$ cat config.mk
export PLATFORM = sky130hd
export DESIGN_NAME = qwr_ctrl
export DESIGN_NICKNAME = d
export VERILOG_FILES = /design/src/hdl/qwr_pkg.sv /design/src/hdl/qwr_ctrl.sv
export SDC_FILE = /design/constraint.sdc
export NUM_CORES = 1
export LEC_CHECK = 0
export BUFFER_PORTS_ARGS = -buffer_cell sky130_fd_sc_hd__buf_4
export CORE_ASPECT_RATIO = 0.9
export CORE_MARGIN = 2
export CORE_UTILIZATION = 45
export CTS_BUF_LIST = sky130_fd_sc_hd__clkbuf_4 sky130_fd_sc_hd__clkbuf_8
export DETAILED_ROUTE_END_ITERATION = 12
export PLACE_DENSITY = 0.8
export SYNTH_ARGS = -nofsm -noshare
export SYNTH_HDL_FRONTEND = slang
export SYNTH_SLANG_ARGS = --single-unit
$ cat constraint.sdc
create_clock -name clk -period 7.1 [get_ports clk]
set_input_delay 1.42 -clock clk [delete_from_list [all_inputs] [get_ports clk]]
set_output_delay 1.42 -clock clk [all_outputs]
set_load 0.01 [all_outputs]
$ cat src/hdl/qwr_pkg.sv
`timescale 1ns / 1ps
`default_nettype none
// ----------------------------------------------------------------------------
// qwr_pkg
// Shared types and constants for the linear queue with reverse unit.
// ----------------------------------------------------------------------------
package qwr_pkg;

	localparam int DEPTH  = 1024;
	localparam int IDX_W  = $clog2(DEPTH);
	localparam int CNT_W  = $clog2(DEPTH + 1);
	localparam int WORD_W = 32;

	localparam logic [IDX_W-1:0] IDX_LAST = IDX_W'(DEPTH - 1);

	typedef enum logic [1:0] {
		OP_ENQ  = 2'd0,
		OP_DEQ  = 2'd1,
		OP_PEEK = 2'd2,
		OP_REV  = 2'd3
	} qwr_op_t;

	typedef enum logic [1:0] {
		ST_OK       = 2'd0,
		ST_OVERFLOW = 2'd1,
		ST_EMPTY    = 2'd2
	} qwr_status_t;

	typedef struct packed {
		qwr_op_t                  req_type;
		logic signed [WORD_W-1:0] push_value;
	} qwr_req_t;

	typedef struct packed {
		qwr_status_t              status;
		logic signed [WORD_W-1:0] head_value;
		logic [CNT_W-1:0]         item_count;
		logic                     is_empty;
	} qwr_res_t;

	// Slot memory access: one write port, two read ports.
	typedef struct packed {
		logic              we;
		logic [IDX_W-1:0]  waddr;
		logic [WORD_W-1:0] wdata;
		logic [IDX_W-1:0]  raddr0;
		logic [IDX_W-1:0]  raddr1;
	} qwr_ram_req_t;

endpackage
`default_nettype wire

$ cat src/hdl/qwr_ctrl.sv
`timescale 1ns / 1ps
`default_nettype none
// ----------------------------------------------------------------------------
// qwr_ctrl
// Request sequencer: head/tail indices, cached head word, swap loop.
// ----------------------------------------------------------------------------
module qwr_ctrl
	import qwr_pkg::*;
(
	input  wire logic              clk,
	input  wire logic              arst_n,
	input  wire logic              in_valid,
	output logic                   in_ready,
	input  wire qwr_req_t          req,
	input  wire logic              out_free,
	output logic                   res_valid,
	output qwr_res_t               res,
	output qwr_ram_req_t           ram_req,
	input  wire logic [WORD_W-1:0] rd0,
	input  wire logic [WORD_W-1:0] rd1
);

	typedef enum logic [4:0] {
		S_IDLE   = 5'b00001,
		S_DEQ    = 5'b00010,
		S_SWP_LO = 5'b00100,
		S_SWP_HI = 5'b01000,
		S_RESP   = 5'b10000
	} state_t;

	state_t            state_q, state_d;
	logic [IDX_W-1:0]  head_q, head_d;
	logic [IDX_W-1:0]  tail_q, tail_d;
	logic              empty_q, empty_d;
	logic [IDX_W-1:0]  lo_q, lo_d;
	logic [IDX_W-1:0]  hi_q, hi_d;
	qwr_status_t       status_q, status_d;
	logic [WORD_W-1:0] head_word_q, head_word_d;
	logic [WORD_W-1:0] tmp_q, tmp_d;
	logic              take;

	always_comb begin
		state_d     = state_q;
		head_d      = head_q;
		tail_d      = tail_q;
		empty_d     = empty_q;
		lo_d        = lo_q;
		hi_d        = hi_q;
		status_d    = status_q;
		head_word_d = head_word_q;
		tmp_d       = tmp_q;
		ram_req     = '0;
		res_valid   = 1'b0;
		in_ready    = 1'b0;

		take = (state_q == S_IDLE) || ((state_q == S_RESP) && out_free);

		unique case (state_q)
			S_IDLE: begin
			end
			S_RESP: begin
				res_valid = 1'b1;
				if (out_free) begin
					state_d = S_IDLE;
				end
			end
			S_DEQ: begin
				head_word_d = rd0;
				state_d     = S_RESP;
			end
			S_SWP_LO: begin
				ram_req.we    = 1'b1;
				ram_req.waddr = lo_q;
				ram_req.wdata = rd1;
				tmp_d         = rd0;
				if (lo_q == head_q) begin
					head_word_d = rd1;
				end
				state_d = S_SWP_HI;
			end
			S_SWP_HI: begin
				ram_req.we    = 1'b1;
				ram_req.waddr = hi_q;
				ram_req.wdata = tmp_q;
				lo_d          = lo_q + IDX_W'(1);
				hi_d          = hi_q - IDX_W'(1);
				if ((lo_q + IDX_W'(1)) < (hi_q - IDX_W'(1))) begin
					ram_req.raddr0 = lo_q + IDX_W'(1);
					ram_req.raddr1 = hi_q - IDX_W'(1);
					state_d        = S_SWP_LO;
				end else begin
					state_d = S_RESP;
				end
			end
			default: state_d = S_IDLE;
		endcase

		if (take) begin
			in_ready = 1'b1;
			if (in_valid) begin
				status_d = ST_OK;
				state_d  = S_RESP;
				unique case (req.req_type)
					OP_ENQ: begin
						if (empty_q) begin
							ram_req.we    = 1'b1;
							ram_req.waddr = '0;
							ram_req.wdata = req.push_value;
							head_d        = '0;
							tail_d        = '0;
							empty_d       = 1'b0;
							head_word_d   = req.push_value;
						end else if (tail_q >= IDX_LAST) begin
							status_d = ST_OVERFLOW;
						end else begin
							ram_req.we    = 1'b1;
							ram_req.waddr = tail_q + IDX_W'(1);
							ram_req.wdata = req.push_value;
							tail_d        = tail_q + IDX_W'(1);
						end
					end
					OP_DEQ: begin
						if (empty_q) begin
							status_d = ST_EMPTY;
						end else if (head_q >= tail_q) begin
							head_d  = '0;
							tail_d  = '0;
							empty_d = 1'b1;
						end else begin
							head_d         = head_q + IDX_W'(1);
							ram_req.raddr0 = head_q + IDX_W'(1);
							state_d        = S_DEQ;
						end
					end
					OP_PEEK: begin
						if (empty_q) begin
							status_d = ST_EMPTY;
						end
					end
					OP_REV: begin
						if (empty_q) begin
							status_d = ST_EMPTY;
						end else if (head_q < tail_q) begin
							ram_req.raddr0 = head_q;
							ram_req.raddr1 = tail_q;
							lo_d           = head_q;
							hi_d           = tail_q;
							state_d        = S_SWP_LO;
						end
					end
					default: state_d = S_RESP;
				endcase
			end
		end
	end

	always_comb begin
		res.status     = status_q;
		res.is_empty   = empty_q;
		res.head_value = empty_q ? '1 : head_word_q;
		res.item_count = empty_q ? '0
			: CNT_W'(tail_q) - CNT_W'(head_q) + CNT_W'(1);
	end

	always_ff @(posedge clk or negedge arst_n) begin
		if (!arst_n) begin
			state_q  <= S_IDLE;
			head_q   <= '0;
			tail_q   <= '0;
			empty_q  <= 1'b1;
			lo_q     <= '0;
			hi_q     <= '0;
			status_q <= ST_OK;
		end else begin
			state_q  <= state_d;
			head_q   <= head_d;
			tail_q   <= tail_d;
			empty_q  <= empty_d;
			lo_q     <= lo_d;
			hi_q     <= hi_d;
			status_q <= status_d;
		end
	end

	always_ff @(posedge clk) begin
		head_word_q <= head_word_d;
		tmp_q       <= tmp_d;
	end

endmodule
`default_nettype wire
; After elaboration in Yosys (flattened, before gate mapping)
; Index checks and enable logic that the tools add are counted.
[totals]
elab_cells = 103
input_bits = 102
output_inout_bits = 111
register_bits = 112
[classes]
order_cmp = 4
n_eq_ne = 13
add_sub_neg = 6
n_reduce_logical = 9
muxes = 62
[op_table]
columns = cell, n
row1 = $mux W10, 22
row2 = $mux W32, 6
row3 = $mux W43, 3
row4 = $mux W63, 2
row5 = $pmux W43 S2, 1
row6 = $mux W20, 4
row7 = $pmux W32 S2, 1
row8 = $pmux W10 S2, 3
row9 = $mux W5, 8
row10 = $add A10 B1 Y10 const B, 3
row11 = $pmux W5 S5, 1
row12 = $lt A10 B10 Y1, 2
row13 = $add A11 B1 Y11 const B, 1
row14 = $mux W11, 1
row15 = $sub A10 B10 Y11, 1
row16 = $eq A10 B10 Y1, 1
row17 = $ge A10 B10 Y1, 1
row18 = $ge A10 B10 Y1 const B, 1
row19 = $pmux W5 S2, 1
row20 = $sub A10 B1 Y10 const B, 1
row21 = $ne A2 B2 Y1 const B, 3
row22 = $reduce_and A6 Y1, 1
row23 = $eq A5 B1 Y1 const B, 1
row24 = $eq A5 B2 Y1 const B, 1
row25 = 18 further kinds, 24

; Longest topological paths before layout
; Gate-level depths: netlist of run 1.
[logic_depth]
depth_word = 9
depth_mapped = 13
mapped_depth_nobuf = 12

; Least setup slack after synthesis of run 1
; OpenSTA, ideal clock, no wires.
[synth_timing]
kind = in2out
start = input port out_free
end = output port ram_req[12] (netlist name)
path_buffers = 0
path_stages = 6
arrival_time_ns = 2.950
t_required_ns = 5.680
setup_slack_ns = 2.730
path_cell_list = nand3b_1 -> a2111oi_2 -> nand3_1 -> nor2_1 -> a21oi_1 -> o221ai_1
[synth_lines]
columns = element, line
row1 = from (decl), qwr_ctrl.sv:15  ; input wire logic out_free,
row2 = to (decl), qwr_ctrl.sv:18  ; output qwr_ram_req_t ram_req,

==> summary.md, run 1 <==
| Metric | Value |
|---|---|
| Status | complete, no violations |
| Relative slew slack | 22.4% |
| Post-synth top area cell | dfrtp_1 |
| H-tree Lvls | 3 |
| Max VDD drop | 0.224 mV |
| Hold endpoint | head_word_q[20] |
| Post-synthesis mux area share | 0% |
| Initial Util | 45.5% |
| Vias/cell | 6.10 |
| First-pass GRT wire length | 38.6 mm |
| Vias | 7794 |
| CP Data Arrival Time | 4.11 ns |
| Synth Area in Compound Gates | 23.2% |
| PortBufs | 212 |
| EDFF count, synth | 32 |
| Synth Area in Simple Gates | 18.5% |
| Slew Viols, Final | 0 |
| Final #Nets | 1206 |
| Syn Area/Cell | 8.52 um2 |
| Die W | 141 um |
| Crit share post-route | 77.8% |
| CTS Root Cell | clkbuf_8 |
| Worst-Margin Slew | 1.16 ns |
| # DRC | 0 |
| Post-synthesis sequential area ratio | 36.8% |
| Critical path data required time | 5.68 ns |
| Clock Sinks | 112 |
| Setup Viol. Count Final | 0 |
| Synth Area in XOR/XNOR | 6.79% |
| Gpl congestion | 0.985 |
| Post-synth top flop | dfrtp_1 |
| Footprint of the multi-input gates | 4250 um2 |
| Fmax | 0.181 GHz |
| RSZ-0062 raised after global routing | false |
| Fin util | 56.3% |
| Area share of the largest cell type after synthesis | 15.1% |
| Chip Height | 127 um |
| Final hold vios | 0 |
| TritonCTS clock tree | yes |
| Vias in the first global route | 7230 |
| Total negative slack | 0 ns |
| Die ar. | 18000 um2 |
| Worst setup EP type | output port |
| Commonest cells in the netlist | nand2_1 (92), nor2_1 (81), inv_1 (71) |
| HPWL Detailed | 17.8 mm |
| Crit-path max FO | 7 |
| Fill count | 1506 |
| PwrDens | 342 nW/um2 |
| Synthesized cell area | 7610 um2 |
| Synthesized Nets | 1038 |
| MaxCap Viol Count | 0 |
| CTS Hold Bufs | 0 |
| Drt pass-1 iters | 7 |
| Worst hold stages | 2 |
| Largest net degree at the start of global routing | 65 |
| CTS clk-pin slew, worst paths | 0.12 ns |
| Post-synth ARST share | 42.9% |
| Post-Synth Adder-Cell Area | 7.15% |
| Min Hold Slack | 0.476 ns |
| Detailed Route Iter0 Violations | 973 |
| Main combinational cell family by area after synthesis | compound AO/OA/AOI/OAI gates |
| Core region area | 16700 um2 |
| CTS Buf Count | 9 |
| Inserted Diodes | 0 |
| IO Count | 213 |
| Final WL | 25.1 mm |
| Yosys Warn Count | 0 |
| Final Critical Period | 5.53 ns |
| Cell variety after synth | 66 |
| Reg2reg start | hi_q[0] |
| FF-to-FF path depth | 12 |
| WL/cell | 19.7 um |
| Max Clock Skew | 0.0133 ns |
| Ranking of synthesized cells by area | dfrtp_1 (15%), edfxtp_1 (13%), dfxtp_1 (8.4%), ha_1 (6.7%), nand2_1 (4.5%) |
| R2r endpoint | state_q[4] |
| Number of cell rows | 45 |
| Initial antenna violation count | 0 |
| Worst-Skew Late Latency | 0.40 ns |
| Cells after Synth | 894 |
| GRT overflow | 0 |
| Cts repair resizes | 0 |
| Hold_sp | head_word_q[20] |
| CP Class | flop to output port |
| Sequential Area | 2810 um2 |
| Min-delay worst type | flop to flop |
| Count leader, synth | nand2_1 |
| Flops & latches, synth | 112 |
| Detail Route Antenna Nets | 0 |
| Layout cells sized above 1 | 27.4% |
| Global Route Usage Sum | 27.0% |
| # Post-CTS Setup Buffers | 0 |
| CP startpoint kind | flop |
| Clock buffer depth | 2 |
| Static leakage | 4.39 nW |
| R2r setup slk | 3.66 ns |
| Layout overhead on the synthesized area | 23.7% |
==> cell usage in the layout, fill, tap and decap left out, types with 3 or more instances in the layout <==
cell type and n:
nor3_1 12, nand3_1 23, ha_1 41, a21oi_1 32, nand2b_1 5, nand2_1 91, a31oi_1 36, o31ai_1 6
nor2_1 80, nand4_1 8, a222oi_1 33, nor4_1 8, xnor2_1 26, xor2_1 33, o22ai_1 5, a21o_1 4
or2_2 37, dfxtp_1 32, o21ai_0 49, a22oi_1 40, clkbuf_8 9, o21ai_1 9, edfxtp_1 32, and3_1 4
or3_1 6, dfrtp_1 46, nor2b_1 5, inv_8 3, inv_1 70, buf_4 220, o211ai_1 6, o221ai_1 5
==> cells by family (layout without fill, tap and decap cells) <==
kind of cell | count (synthesis) | after routing
XOR/XNOR | 59 | 59
buffers and inverters | 134 | 307
flip-flops | 112 | 112
AND/OR/NAND/NOR | 296 | 296
adder cells (fa/ha/maj) | 43 | 43
AO/OA/AOI/OAI | 250 | 250
==> power by group <==
part	total, mW	internal, mW	switching, mW
combinational	1.74	0.796	0.940
sequential	1.10	0.852	0.252
clock	0.387	0.136	0.251
total	3.23	1.78	1.44
==> per-stage QoR <==
| stage | total power, mW | std cells | cell area, um2 | worst slack (ns) |
|---|---|---|---|---|
| floorplan | 2.19 | 894 | 7610 | 2.73 |
| global placement | 2.78 | 1262 | 9240 | 2.01 |
| detailed placement | 2.82 | 1262 | 9240 | 1.93 |
| CTS | 3.22 | 1278 | 9420 | 1.65 |
| global route | 3.47 | 1278 | 9420 | 1.31 |
| finish | 3.23 | 1278 | 9420 | 1.57 |
==> worst max-delay path, cell delays in order, from the launching register on <==
cell and delay [ns]:
dfrtp_1 0.44, inv_1 0.08, ha_1 0.20, nor3b_1 0.54, nand2_1 0.21, xor2_1 0.21, ha_1 0.32, nand3_1 0.09
nor2_1 0.04, a221oi_1 0.33, maj3_2 0.29, o21ai_1 0.25, o31ai_1 0.50, buf_4 0.21
==> flip-flops by register name (all words and copies together) (netlist names) <==
signal,cells
lo_q,10
tmp_q,32
head_q,10
empty_q,1
state_q,5
status_q,2
tail_q,10
head_word_q,32
hi_q,10
==> area by class of cell <==
| type | count | share of cell area, % |
|---|---|---|
| multi-input cells | 648 | 45.1 |
| repair buffers | 220 | 17.5 |
| flip-flops and latches | 112 | 29.8 |
| inverters | 71 | 2.83 |
| well taps | 211 | 2.80 |
| clock buffers | 9 | 1.31 |
| clock inverters | 7 | 0.664 |
==> worst max-delay path by stage <==
stage                        start  slack, ns          end
after CTS                  hi_q[0]       1.65   ram_req[1]
final                      hi_q[0]       1.57   ram_req[1]
after global routing       hi_q[0]       1.31   ram_req[2]
after global placement    in_valid       2.01  ram_req[60]
after detailed placement  in_valid       1.93  ram_req[51]
after floorplan           out_free       2.73  ram_req[12]
==> layer usage <==
metal  up-vias  global-route usage [%]  part of all wire [%]
li1       3571                       -                     -
met1      3682                    37.4                    42
met2       474                    41.1                    45
met3        67                    6.60                   9.8
met4         0                    10.1                   2.8
met5         -                       0                     0
No activity file was read; power rests on OpenSTA's default activity.
==> run 2, diff against run 1 <==
--- a/config.mk
+++ b/config.mk
@@ -11,7 +11,7 @@
 export CORE_UTILIZATION = 45
 export CTS_BUF_LIST = sky130_fd_sc_hd__clkbuf_4 sky130_fd_sc_hd__clkbuf_8
 export DETAILED_ROUTE_END_ITERATION = 12
-export PLACE_DENSITY = 0.8
+export PLACE_DENSITY = 0.83
 export SYNTH_ARGS = -nofsm -noshare
 export SYNTH_HDL_FRONTEND = slang
 export SYNTH_SLANG_ARGS = --single-unit
==> constraint.sdc (replaced) <==
create_clock -name clk -period 4.7 [get_ports clk]
set_input_delay 0.94 -clock clk [delete_from_list [all_inputs] [get_ports clk]]
set_output_delay 0.94 -clock clk [all_outputs]
set_load 0.01 [all_outputs]
==> run 2 against run 1 <==
Utilization grew 0.54 points. Sequential power grew 55%. Sequential share of layout area fell by 0.28 points. Global-route usage up 1.3 points. Power rose by 53%. Setup slack got worse by 1.4 ns. Largest power group unchanged. Highest routed layer unchanged.
==> summary.md, run 2 (synthesized netlist as in run 1, its figures left out) <==
| Metric | Value |
|---|---|
| Status | complete, no violations |
| Clock Sinks | 112 (unchanged) |
| PortBufs | 212 (unchanged) |
| Largest net degree at the start of global routing | 65 (unchanged) |
| Gpl congestion | 1.02 (+3.7%) |
| Clock buffer depth | 2 (unchanged) |
| Number of cell rows | 45 (unchanged) |
| Inserted Diodes | 0 (unchanged) |
| Fmax | 0.222 GHz |
| CP max stage cell | or4_1 |
| TritonCTS clock tree | yes |
| MaxCap Viol Count | 0 (unchanged) |
| Drt pass-1 iters | 9 (+2) |
| Final WL | 25.8 mm (+2.8%) |
| First-pass GRT wire length | 40.1 mm (+4.0%) |
| Final hold vios | 0 (unchanged) |
| Final #Nets | 1214 (+0.66%) |
| Layout overhead on the synthesized area | 24.9% |
| Fill count | 1508 (+0.13%) |
| CTS clk-pin slew, worst paths | 0.11 ns (about the same) |
| Relative slew slack | 19.5% (-2.9 points) |
| H-tree Lvls | 3 (unchanged) |
| Most common cell after layout, fill and taps aside | buf_4 |
| Final cell count without fillers | 1286 (+0.63%) |
| Final Critical Period | 4.51 ns |
| CP Class | flop to output port |
| Slew Viols, Final | 0 (unchanged) |
| Slowest stage delay, CP | 0.63 ns (+0.09 ns) |
| Footprint of the multi-input gates | 4270 um2 (+0.56%) |
| Critical path data required time | 3.76 ns (-1.92 ns) |
| Detailed Route Iter0 Violations | 977 (+0.41%) |
| Crit-path leading delay family | compound AO/OA/AOI/OAI gates |
| Worst-Margin Slew | 1.20 ns (+0.0426 ns) |
| Crit-path max FO | 14 (+7) |
| Layout cells sized above 1 | 28.0% (+0.63 points) |
| Initial antenna violation count | 0 (unchanged) |
| Initial Util | 45.5% (unchanged) |
| Die W | 141 um (unchanged) |
| CTS Buf Count | 9 (unchanged) |
| Chip Height | 127 um (unchanged) |
| Global Route Usage Sum | 28.3% (+1.3 points) |
| CP Data Arrival Time | 3.57 ns (-0.54 ns) |
| GRT overflow | 0 (unchanged) |
| Core region area | 16700 um2 (unchanged) |
| Biggest registers after layout | head_word_q: 32 flops, tmp_q: 32 flops |
| Crit path buffers/inverters | 1 (-1) |
| CTS Root Cell | clkbuf_8 |
| Worst-Skew Late Latency | 0.39 ns (about the same) |
| Die ar. | 18000 um2 (unchanged) |
| Crit path cell chain | nand3_1, or4_1, xnor2_1, ha_1, a31oi_1, o211ai_4, o22ai_1, buf_4 |
| Crit share post-route | 96.0% |
| Total negative slack | 0 ns (unchanged) |
| Most frequent cells in the layout | buf_4 (227), nand2_1 (91), nor2_1 (80) |
| Sequential Area | 2810 um2 (unchanged) |
| Fin util | 56.9% (+0.54 points) |
| Max Clock Skew | 0.0164 ns (+0.00311 ns) |
| Vias in the first global route | 7203 (-0.37%) |
| DP Cell Count | 1269 (+0.55%) |
| # DRC | 0 (unchanged) |
| IO Count | 213 (unchanged) |
| PwrDens | 519 nW/um2 (+52%) |
| Static leakage | 4.44 nW (+1.2%) |
| WL/cell | 20.1 um (+2.1%) |
| Vias | 7845 (+0.65%) |
| HPWL Detailed | 18.6 mm (+4.3%) |
| Setup Viol. Count Final | 0 (unchanged) |
| Worst setup EP type | output port |
| Detail Route Antenna Nets | 0 (unchanged) |
| Min-delay worst type | flop to flop |
| CP startpoint kind | flop |
| Vias/cell | 6.10 (about the same) |
| Max VDD drop | 0.289 mV (+29%) |
==> run 2: worst min-delay path: stages (launching register included) <==
cell and delay [ns]:
dfxtp_1 0.32, nand2_1 0.05, a31oi_1 0.07
==> run 2: path summary, 6_finish.rpt <==
path                                 from             end  slack [ns]  depth (start not counted)
max                               lo_q[2]     ram_req[10]        0.19                          8
min                        head_word_q[6]  head_word_q[6]        0.47                          2
max reg2reg                     head_q[7]       head_q[8]        1.62                         10
min reg2reg                head_word_q[6]  head_word_q[6]        0.47                          2
max in group asynchronous          arst_n      state_q[4]        3.68                          1
min in group asynchronous          arst_n       head_q[4]        0.58                          1
==> run 2: timing repair <==
item | in CTS | in global routing
gates resized for setup | 2 | 4
hold buffers | 0 | 0
endpoints found under the setup margin | 11 | 21
pin swaps | 0 | 1
cloned | 0 | 0
setup buffers | 0 | 1
==> run 2: per-stage QoR <==
stage | worst slack (ns) | total power, mW | area, um2 | hold slack (ns)
floorplan | 0.962 | 3.31 | 7610 | 0.446
global placement | 0.407 | 4.26 | 9290 | 0.456
detailed placement | 0.339 | 4.30 | 9290 | 0.460
CTS | 0.0216 | 4.89 | 9480 | 0.476
global route | -0.0153 | 5.31 | 9510 | 0.490
finish | 0.190 | 4.94 | 9510 | 0.473
==> run 2: layer usage <==
metal / vias up / part of all wire (%) / GRT usage [%]
li1: 3578 / - / -
met1: 3719 / 42 / 40.6
met2: 483 / 45 / 42.1
met3: 65 / 10 / 7.08
met4: 0 / 2.8 / 9.06
met5: - / 0 / 0
==> run 2: layout make-up <==
cell class	count	share of cell area [%]
Multi-Input combinational cell	648	44.9
Sequential cell	112	29.5
Timing Repair Buffer	228	18.1
Inverter	71	2.80
Tap cell	211	2.78
Clock buffer	10	1.45
Clock inverter	6	0.447
==> run 2: power breakdown <==
part / internal [mW] / switching [mW]
sequential: 1.29 / 0.424
combinational: 1.23 / 1.43
clock: 0.210 / 0.362
